### src/lir_pkg.sv
// Package: shared types, constants and register codes of the resampler.
`timescale 1ns / 1ps

package lir_pkg;

  localparam int COUNT_BITS_DEF = 24;
  localparam int SAMPLE_W       = 16;
  localparam int FRAC_W         = 32;
  localparam int STEP_W         = 36;
  localparam int FRAMES_W       = 24;
  localparam int OUT_W          = 32;
  localparam int CFG_DATA_W     = 36;
  localparam int CFG_INDEX_W    = 2;
  localparam int MAX_RESULTS    = 64;
  localparam int QDEPTH         = 2;
  localparam int QPTR_W         = 1;
  localparam int QCNT_W         = 2;

  localparam logic [STEP_W-1:0] PHASE_STEP_RESET = 36'd2863311530;

  typedef enum logic [CFG_INDEX_W-1:0] {
    REG_PHASE_STEP   = 2'd0,
    REG_TOTAL_FRAMES = 2'd1
  } reg_index_t;

  typedef struct packed {
    logic signed [SAMPLE_W-1:0] sample;
    logic                       is_final;
  } item_t;

  // Queue read side as seen by the engine
  typedef struct packed {
    logic  valid;
    item_t item;
  } queue_head_t;

  typedef enum logic [2:0] {
    ST_IDLE,
    ST_START,
    ST_INTERP,
    ST_EMIT,
    ST_FINISH,
    ST_PAD
  } state_t;

endpackage

### src/linear_interp_resampler.sv
// Each interpolated result passes through the shared multiplier (registered into step_r), then
// the output register; each padding result goes straight to the output register. A sample is
// loaded from the queue and started; interpolation closes with a finish step, and padding
// follows a final sample.
// The two-entry queue keeps accepting while it has room, also while the back end works or the output stalls.
// Reset (rst, synchronous) clears state, queue and the output valid flag, and restores register defaults.
`timescale 1ns / 1ps

module linear_interp_resampler
  import lir_pkg::*;
#(
  parameter int COUNT_BITS = COUNT_BITS_DEF
) (
  input  logic                       clk,
  input  logic                       rst,
  input  logic signed [SAMPLE_W-1:0] pcm_sample,
  input  logic                       final_sample,
  input  logic                       in_valid,
  output logic                       in_stall,
  output logic signed [OUT_W-1:0]    stereo_sample,
  output logic                       run_last,
  output logic                       sound_done,
  output logic                       out_valid,
  input  logic                       out_stall,
  input  logic                       cfg_we,
  input  logic [CFG_INDEX_W-1:0]     cfg_index,
  input  logic [CFG_DATA_W-1:0]      cfg_data
);

  logic [STEP_W-1:0]   phase_step;
  logic [FRAMES_W-1:0] total_frames;
  queue_head_t         head;
  logic                pop;

  always_ff @(posedge clk) begin
    if (rst) begin
      phase_step   <= PHASE_STEP_RESET;
      total_frames <= '0;
    end else if (cfg_we) begin
      unique case (cfg_index)
        REG_PHASE_STEP:   phase_step   <= cfg_data[STEP_W-1:0];
        REG_TOTAL_FRAMES: total_frames <= cfg_data[FRAMES_W-1:0];
        default:          ;
      endcase
    end
  end

  lir_front u_front (
    .clk          (clk),
    .rst          (rst),
    .pcm_sample   (pcm_sample),
    .final_sample (final_sample),
    .in_valid     (in_valid),
    .in_stall     (in_stall),
    .head         (head),
    .pop          (pop)
  );

  lir_back #(
    .COUNT_BITS (COUNT_BITS)
  ) u_back (
    .clk           (clk),
    .rst           (rst),
    .head          (head),
    .pop           (pop),
    .phase_step    (phase_step),
    .total_frames  (total_frames),
    .stereo_sample (stereo_sample),
    .run_last      (run_last),
    .sound_done    (sound_done),
    .out_valid     (out_valid),
    .out_stall     (out_stall)
  );

endmodule

### src/lir_front.sv
// Front end: accepts input transactions into a two-entry queue.
`timescale 1ns / 1ps

module lir_front
  import lir_pkg::*;
(
  input  logic                       clk,
  input  logic                       rst,
  input  logic signed [SAMPLE_W-1:0] pcm_sample,
  input  logic                       final_sample,
  input  logic                       in_valid,
  output logic                       in_stall,
  output queue_head_t                head,
  input  logic                       pop
);

  item_t             mem [QDEPTH];
  logic [QPTR_W-1:0] wr_ptr;
  logic [QPTR_W-1:0] rd_ptr;
  logic [QCNT_W-1:0] count;
  logic              push;
  logic              do_pop;

  assign in_stall = (count == QCNT_W'(QDEPTH));
  assign push     = in_valid && !in_stall;
  assign do_pop   = pop && (count != '0);

  assign head.valid = (count != '0);
  assign head.item  = mem[rd_ptr];

  always_ff @(posedge clk) begin
    if (push) begin
      mem[wr_ptr].sample   <= pcm_sample;
      mem[wr_ptr].is_final <= final_sample;
    end
  end

  always_ff @(posedge clk) begin
    if (rst) begin
      wr_ptr <= '0;
      rd_ptr <= '0;
      count  <= '0;
    end else begin
      if (push) wr_ptr <= wr_ptr + 1'b1;
      if (do_pop) rd_ptr <= rd_ptr + 1'b1;
      case ({push, do_pop})
        2'b10:   count <= count + 1'b1;
        2'b01:   count <= count - 1'b1;
        default: count <= count;
      endcase
    end
  end

endmodule

### src/lir_back.sv
// Back end: interpolation and padding sequencer with the output register.
`timescale 1ns / 1ps

module lir_back
  import lir_pkg::*;
#(
  parameter int COUNT_BITS = COUNT_BITS_DEF
) (
  input  logic                     clk,
  input  logic                     rst,
  input  queue_head_t              head,
  output logic                     pop,
  input  logic [STEP_W-1:0]        phase_step,
  input  logic [FRAMES_W-1:0]      total_frames,
  output logic signed [OUT_W-1:0]  stereo_sample,
  output logic                     run_last,
  output logic                     sound_done,
  output logic                     out_valid,
  input  logic                     out_stall
);

  localparam int PW    = COUNT_BITS + FRAC_W;
  localparam int CMP_W = (COUNT_BITS > FRAMES_W) ? COUNT_BITS : FRAMES_W;
  localparam int N_W   = $clog2(MAX_RESULTS + 1);
  localparam int PROD_W = SAMPLE_W + 1 + FRAC_W + 1;

  state_t state, state_next;

  logic signed [SAMPLE_W-1:0] cur;
  logic                       is_fin;
  logic signed [SAMPLE_W-1:0] prev;
  logic                       have;
  logic [COUNT_BITS-1:0]      idx;
  logic [PW-1:0]              phase;
  logic [COUNT_BITS-1:0]      oc;
  logic [N_W-1:0]             n;
  logic [SAMPLE_W-1:0]        step_r;

  logic signed [SAMPLE_W:0]   delta;
  logic signed [PROD_W-1:0]   prod;
  logic [PW-1:0]              phase_nx;
  logic [COUNT_BITS-1:0]      oc_inc;
  logic                       cnt_ok, oc_ok, match;
  logic                       n_ok_next, oc_inc_ok, match_nx;
  logic                       slot_free, go_interp, go_pad;

  // control strobes
  logic ld_item, init_first, ld_step, emit_interp, emit_pad, finish, clear;

  assign delta    = {cur[SAMPLE_W-1], cur} - {prev[SAMPLE_W-1], prev};
  assign prod     = delta * $signed({1'b0, phase[FRAC_W-1:0]});
  assign phase_nx = phase + PW'(phase_step);
  assign oc_inc   = oc + 1'b1;

  assign cnt_ok    = n < N_W'(MAX_RESULTS);
  assign n_ok_next = n < N_W'(MAX_RESULTS - 1);
  assign oc_ok     = CMP_W'(oc) < CMP_W'(total_frames);
  assign oc_inc_ok = CMP_W'(oc_inc) < CMP_W'(total_frames);
  assign match     = phase[PW-1:FRAC_W] == idx;
  assign match_nx  = phase_nx[PW-1:FRAC_W] == idx;

  assign slot_free = !out_valid || !out_stall;
  assign go_interp = cnt_ok && oc_ok && match;
  assign go_pad    = cnt_ok && oc_ok;

  always_comb begin
    state_next = state;
    unique case (state)
      ST_IDLE:   if (head.valid) state_next = ST_START;
      ST_START:  begin
        if (have)        state_next = ST_INTERP;
        else if (is_fin) state_next = ST_PAD;
        else             state_next = ST_IDLE;
      end
      ST_INTERP: state_next = go_interp ? ST_EMIT : ST_FINISH;
      ST_EMIT:   if (slot_free) state_next = ST_INTERP;
      ST_FINISH: state_next = is_fin ? ST_PAD : ST_IDLE;
      ST_PAD:    if (!go_pad) state_next = ST_IDLE;
      default:   state_next = ST_IDLE;
    endcase
  end

  always_comb begin
    pop         = 1'b0;
    ld_item     = 1'b0;
    init_first  = 1'b0;
    ld_step     = 1'b0;
    emit_interp = 1'b0;
    emit_pad    = 1'b0;
    finish      = 1'b0;
    clear       = 1'b0;
    unique case (state)
      ST_IDLE:   begin
        pop     = head.valid;
        ld_item = head.valid;
      end
      ST_START:  init_first  = !have;
      ST_INTERP: ld_step     = go_interp;
      ST_EMIT:   emit_interp = slot_free;
      ST_FINISH: finish      = 1'b1;
      ST_PAD:    begin
        emit_pad = go_pad && slot_free;
        clear    = !go_pad;
      end
      default:   ;
    endcase
  end

  always_ff @(posedge clk) begin
    if (rst) state <= ST_IDLE;
    else     state <= state_next;
  end

  // item payload and multiplier result
  always_ff @(posedge clk) begin
    if (ld_item) begin
      cur    <= head.item.sample;
      is_fin <= head.item.is_final;
    end
    if (ld_step) step_r <= prod[FRAC_W +: SAMPLE_W];
  end

  always_ff @(posedge clk) begin
    if (rst || clear) begin
      prev  <= '0;
      have  <= 1'b0;
      idx   <= '0;
      phase <= '0;
      oc    <= '0;
    end else begin
      if (init_first) begin
        prev <= cur;
        have <= 1'b1;
        idx  <= '0;
      end
      if (finish) begin
        prev <= cur;
        idx  <= idx + 1'b1;
      end
      if (emit_interp) phase <= phase_nx;
      if (emit_interp || emit_pad) oc <= oc_inc;
    end
  end

  always_ff @(posedge clk) begin
    if (rst) n <= '0;
    else if (ld_item) n <= '0;
    else if (emit_interp || emit_pad) n <= n + 1'b1;
  end

  always_ff @(posedge clk) begin
    if (rst) begin
      out_valid <= 1'b0;
    end else if (emit_interp || emit_pad) begin
      out_valid <= 1'b1;
    end else if (!out_stall) begin
      out_valid <= 1'b0;
    end
  end

  // a run continues while room and frames remain and either the phase still
  // sits on this index or padding follows
  always_ff @(posedge clk) begin
    if (emit_interp) begin
      stereo_sample <= {prev + $signed(step_r), {SAMPLE_W{1'b0}}};
      run_last      <= !(n_ok_next && oc_inc_ok && (match_nx || is_fin));
      sound_done    <= !oc_inc_ok;
    end else if (emit_pad) begin
      stereo_sample <= {cur, {SAMPLE_W{1'b0}}};
      run_last      <= !(n_ok_next && oc_inc_ok);
      sound_done    <= !oc_inc_ok;
    end
  end

endmodule

### config.mk
export PLATFORM = sky130hd
export DESIGN_NAME = linear_interp_resampler
export DESIGN_NICKNAME = d
export VERILOG_FILES = /design/src/lir_pkg.sv /design/src/linear_interp_resampler.sv /design/src/lir_front.sv /design/src/lir_back.sv
export SDC_FILE = /design/constraint.sdc
export NUM_CORES = 2
export LEC_CHECK = 0
export BUFFER_PORTS_ARGS = -buffer_cell sky130_fd_sc_hd__buf_4
export CAP_MARGIN = 25
export CORE_MARGIN = 10
export CORE_UTILIZATION = 39
export DETAILED_ROUTE_END_ITERATION = 12
export GPL_ROUTABILITY_DRIVEN = 0
export PLACE_DENSITY = 0.52
export SETUP_SLACK_MARGIN = 0.02
export SYNTH_ARGS = -nofsm -noshare
export SYNTH_HDL_FRONTEND = slang
export SYNTH_HIERARCHICAL = 1
export SYNTH_SLANG_ARGS = --single-unit
export TNS_END_PERCENT = 100
### constraint.sdc
create_clock -name clk -period 11.6 [get_ports clk]
set_clock_uncertainty 0.15 [all_clocks]
set_input_delay 1.16 -clock clk [delete_from_list [all_inputs] [get_ports clk]]
set_output_delay 1.16 -clock clk [all_outputs]
set_load 0.005 [all_outputs]
Word-level counts from Yosys, hierarchy flattened
Memories as Yosys holds them, arrays and structs flattened. A register that Yosys moved wholly into a read port is not among the register bits.
Cells that the tools add are included.
Operators by class
  $add $sub $neg: 10
  $mul: 1
  $lt $le $gt $ge: 4
  equality and inequality tests: 15
  multiplexer cells: 29
  reductions and logical operators: 29
Operators with widths (count)
  $mux 32: 2
  $add 56x36->56: 1
  $add 24x1->24 const B: 2
  $eq 24x24->1: 2
  $lt 24x24->1: 2
  $mul 17x33->48: 1
  $mux 24: 2
  $mux 16: 2
  $mux 3: 6
  $pmux 3 s6: 1
  $sub 16x16->17: 1
  $add 16x16->16: 1
  $mux 1: 15
  $logic_not 1->1: 8
  $reduce_bool 2->1: 4
  $add 7x1->7 const B: 1
  $logic_and 1x1->1: 7
  $lt 7x6->1 const B: 1
  $lt 7x7->1 const B: 1
  $eq 3x2->1 const B: 2
  $eq 3x3->1 const B: 2
  $ne 2x1->1 const B: 3
  $eq 2x1->1 const B: 2
  $eq 2x2->1 const B: 2
  other kinds (12): 17
Word-level totals
  register bits: 230
  bits in writable memories: 34
  input bits: 60
  output and inout port bits: 36
  word-level logic and storage cells: 106
  memories: 1
Memories
  u_front.mem: depth 2, bits a word 17, rd ports 1, clocked after Yosys merged registers in 1, wr ports 1, line lir_front.sv:17  | item_t mem [QDEPTH];

Depth between registers and ports, before layout
  depth after elaboration: 6
  depth in mapped cells: 38
  mapped depth without buffers: 37

Modules after synthesis
Netlist, hierarchy kept.
By module, submodules not included
  lir_back: instances 1, cells an instance 3458, area each 29371.9 um^2, sequential area each 4174.0 um^2
  linear_interp_resampler: instances 1, cells an instance 250, area each 2591.2 um^2, sequential area each 1201.2 um^2
  lir_front: instances 1, cells an instance 79, area each 1448.9 um^2, sequential area each 1121.1 um^2

Worst setup path before layout
OpenSTA, ideal clock, no wires.
  path kind: flip-flop to flip-flop
  from: register u_back.prev[1]
  to: register u_back.step_r[15] (data pin)
  library setup time: 0.268 ns
  arrival: 8.742 ns
  data required time: 11.182 ns
  setup slack: 2.440 ns
  stages on the path, launching flop included: 35
  buffers on the path: 1
  clock period less this slack: 9.160 ns
  path through: dfxtp_1 -> inv_1 -> ha_1 -> nor2b_1 -> o21ai_0 -> a21boi_0 -> o21ai_0 -> a21boi_0 -> o21ai_0 -> a21oi_1 -> o2111ai_1 -> a31oi_1 -> o21a_1 -> clkbuf_1 -> or3_1 -> fa_1 -> fa_1 -> inv_1 -> fa_1 -> fa_1 -> fa_1 -> inv_1 -> fa_1 -> inv_1 -> ha_1 -> a211o_1 -> a2111oi_0 -> o311ai_1 -> nand3_1 -> a31oi_1 -> a221o_1 -> a41o_1 -> or4_1 -> a31oi_1 -> xnor3_1
On the way
  word-level cells in the longest chain between the ends: 2
Ends and longest elaborated chain
  start: declaration: line lir_back.sv:31  | logic signed [SAMPLE_W-1:0] prev;
  start signal: assignment: line lir_back.sv:132  | prev <= cur;
  start signal: assignment: line lir_back.sv:137  | prev <= cur;
  $sub 16x16->17: line lir_back.sv:50  | assign delta = {cur[SAMPLE_W-1], cur} - {prev[SAMPLE_W-1], prev};
  $mul 17x33->48: line lir_back.sv:51  | assign prod = delta * $signed({1'b0, phase[FRAC_W-1:0]});
  net u_back.prod[47]: line lir_back.sv:40  | logic signed [PROD_W-1:0] prod;
  end signal: assignment: line lir_back.sv:120  | if (ld_step) step_r <= prod[FRAC_W +: SAMPLE_W];
  end: declaration: line lir_back.sv:37  | logic [SAMPLE_W-1:0] step_r;
The timed path passes the listed nets, and every way through them passes these cells.
A chain may end at the register's enable or synchronous reset.

Worst setup path after layout
Ends and elaborated chain as after synthesis.

==> results.md <==
* Pwr Total at 5.70 mW
* Most frequent cells in the layout: inv_1 (603), nand2_1 (479), fa_1 (451), ha_1 (260), nor2_1 (254)
* Clock Tree Buf Depth at 3
* Cell taking the most area after synthesis: fa_1
* Initial antenna violation count at 1
* Internal at 2.80 mW
* Detail Route Antenna Nets at 0
* Clock Sinks at 282
* Largest net degree at the start of global routing at 108
* Synthesis-stage register bit count at 282
* Synth async-reset ratio at 0%
* Mapped Cells at 3,787
* EDFF count, synth at 85
* Tmin final at 10.65 ns
* HPWL Detailed at 69.8 mm
* Final nets at 4,529
* Clk root buf: clkbuf_16
* Crit path max-delay cell type: a211oi_4
* Slew HR at 28.7%
* Post-CTS Resized at 0
* Worst Path Required at 11.77 ns
* F_max at 0.0939 GHz
* Area contributors post-synth: fa_1 (27%), dfxtp_1 (12%), ha_1 (9.7%)
* Post-DR wirelength/cell at 18.1 um
* Drt pass-1 iters at 5
* Post-CTS Setup Bufs at 0
* Final TNS setup at 0 ns
* Status: finished, final reports clean
* Die footprint at 0.0978 sq mm
* Most used cell, CP: fa_1
* Row count at 107
* Slew @ Worst Pin at 1.07 ns
* Num ports at 96
* Cts bufs inserted at 31
* Buf/Inv on CP at 4
* Core area at 0.0851 sq mm
* CTS tree: done
* Area growth, synth to finish at 8.19%
* Vias in the first global route at 25,600
* Routed vias at 24,700
* Hold WC Path Type: flip-flop to flip-flop
* Syn. warnings at 6
* Hold Buf Count CTS at 0
* Net Sw Power at 2.90 mW
* MaxCap Viol Count at 0
* Leakage power at 17.1 nW
* Wire length of the first global-routing pass at 144 mm
* Synth Flop Type: dfxtp_1
* Peak supply drop at 0.178 mV
* # setup viols final at 0
* Finished Core Util at 42.5%
* DRT iter0 DRCs at 1,330
* GRT overflow at 0
* Die height at 313 um
* Crit path capture type: flip-flop
* Clk pwr share at 17.5%
* Tcrit/Tclk final at 91.8%
* Post-Syn Area at 0.0334 sq mm
* Crit path launch type: flip-flop
* PwrDens at 158 mW/mm^2
* Unique masters post-synth at 92
* Skew-Pair Late Insertion Delay at 0.61 ns
* GRT Overall Usage at 18.3%
* RSZ-0062 raised after global routing: false
* Crit path DAT at 10.81 ns
* Final Hold Fails at 0
* Fraction of layout cells with a size suffix above 1 at 6.77%
* Register area share after synthesis at 19.4%
* Avg Vias per Cell at 5.02
* Worst-path maximum fanout at 13
* DRC at 0
* Commonest non-fill, non-tap cell in the layout: inv_1
* Post-synth top area share at 27.0%
* Final Max Slew Viols at 0
* H-tree Lvls at 1
* Switching Fraction at 50.9%
* Combinational power share at 60.8%
* R2R Setup Slk at 0.95 ns
* Hold Slack at 0.323 ns
* PortBufs at 79
* Slowest Stage Delay on Critical Path at 0.67 ns
* Crit Path Class: flip-flop to flip-flop
* Syn avg cell area at 8.82 sq um
* Critical path's top delay family: compound AO/OA/AOI/OAI gates
* Sequential share of power at 21.8%
* WL final at 89.3 mm
* Clock transition at path regs at 0.06 ns
* Starting Density at 39.2%
* Die W at 313 um
state kept, by name, summed over array words and instances, names as in the netlist, named ones only:
register,count
u_back/phase,56
phase_step,36
u_front/mem,34
total_frames,24
u_back/idx,24
u_back/oc,24
u_back/cur,16
u_back/prev,16
u_back/step_r,16
u_back/stereo_sample,16
u_back/n,7
u_back/state,3
u_front/count,2
u_back/have,1
u_back/is_fin,1
u_back/out_valid,1
u_back/run_last,1
u_back/sound_done,1
u_front/rd_ptr,1
u_front/wr_ptr,1
logic make-up (layout without fill, tap and decap cells):
| kind of cell | after synthesis | count (layout) | synth area share [%] |
|---|---|---|---|
| AO/OA/AOI/OAI | 418 | 418 | 8.04 |
| XOR/XNOR | 169 | 169 | 4.52 |
| adder cells (fa/ha/maj) | 711 | 711 | 36.8 |
| buffers and inverters | 814 | 795 | 9.67 |
| flip-flops | 282 | 282 | 19.4 |
| multiplexers | 86 | 86 | 2.64 |
| other | 1 | 17 | 0.0112 |
| AND/OR/NAND/NOR | 1306 | 1306 | 18.9 |
synthesized netlist by cell type, drive strengths merged (80+ instances only):
library cell / count
xnor2: 80
nand2b: 93
inv: 604
clkbuf: 167
fa: 451
a21oi: 145
and2: 116
xor2: 87
edfxtp: 85
ha: 260
nand2: 481
nor2: 256
dfxtp: 197
layout make-up:
type / count / area (sq um)
antenna: 1 / 2.50
clock buffer: 40 / 840
clock inverter: 18 / 176
fill: 8656 / 49000
inverter: 604 / 2270
multi-input combinational: 2706 / 23900
sequential: 282 / 6500
tap: 1144 / 1430
timing repair buffer: 133 / 1030
worst paths after layout:
kind | startpoint | depth (start not counted) | end
worst max-delay path | u_back/prev[1] | 34 | u_back/step_r[15]
worst min-delay path | total_frames[9] | 2 | total_frames[9]
worst max register to register | u_back/prev[1] | 34 | u_back/step_r[15]
worst min register to register | total_frames[9] | 2 | total_frames[9]
power by group through the flow:
stage | clock (mW) | sequential (mW) | combinational (mW)
after floorplan | 0 | 1.22 | 2.18
after global placement | 0 | 1.26 | 3.44
after detailed placement | 0 | 1.26 | 3.46
after CTS | 1.02 | 1.24 | 3.48
after global routing | 1.06 | 1.25 | 3.87
final | 0.996 | 1.24 | 3.47
per-layer routing:
metal,GRT usage (%),routed length (um)
met1,25.7,42200
met2,30.2,41600
met3,2.05,3850
met4,3.75,1650
met5,0,0
tightest hold or removal path, stage by stage, from the launching register on:
cell and delay (ns):
dfxtp_1 0.31, nand2b_1 0.06, mux2i_1 0.05
through the flow:
step / worst slack, ns / area [sq um] / cells
floorplan: 2.44 / 33500 / 3802
global placement: 1.06 / 35100 / 4867
detailed placement: 0.913 / 35100 / 4868
CTS: 0.875 / 36100 / 4926
global route: 0.204 / 36100 / 4927
finish: 0.954 / 36100 / 4928
No activity file was read; power rests on OpenSTA's default activity.
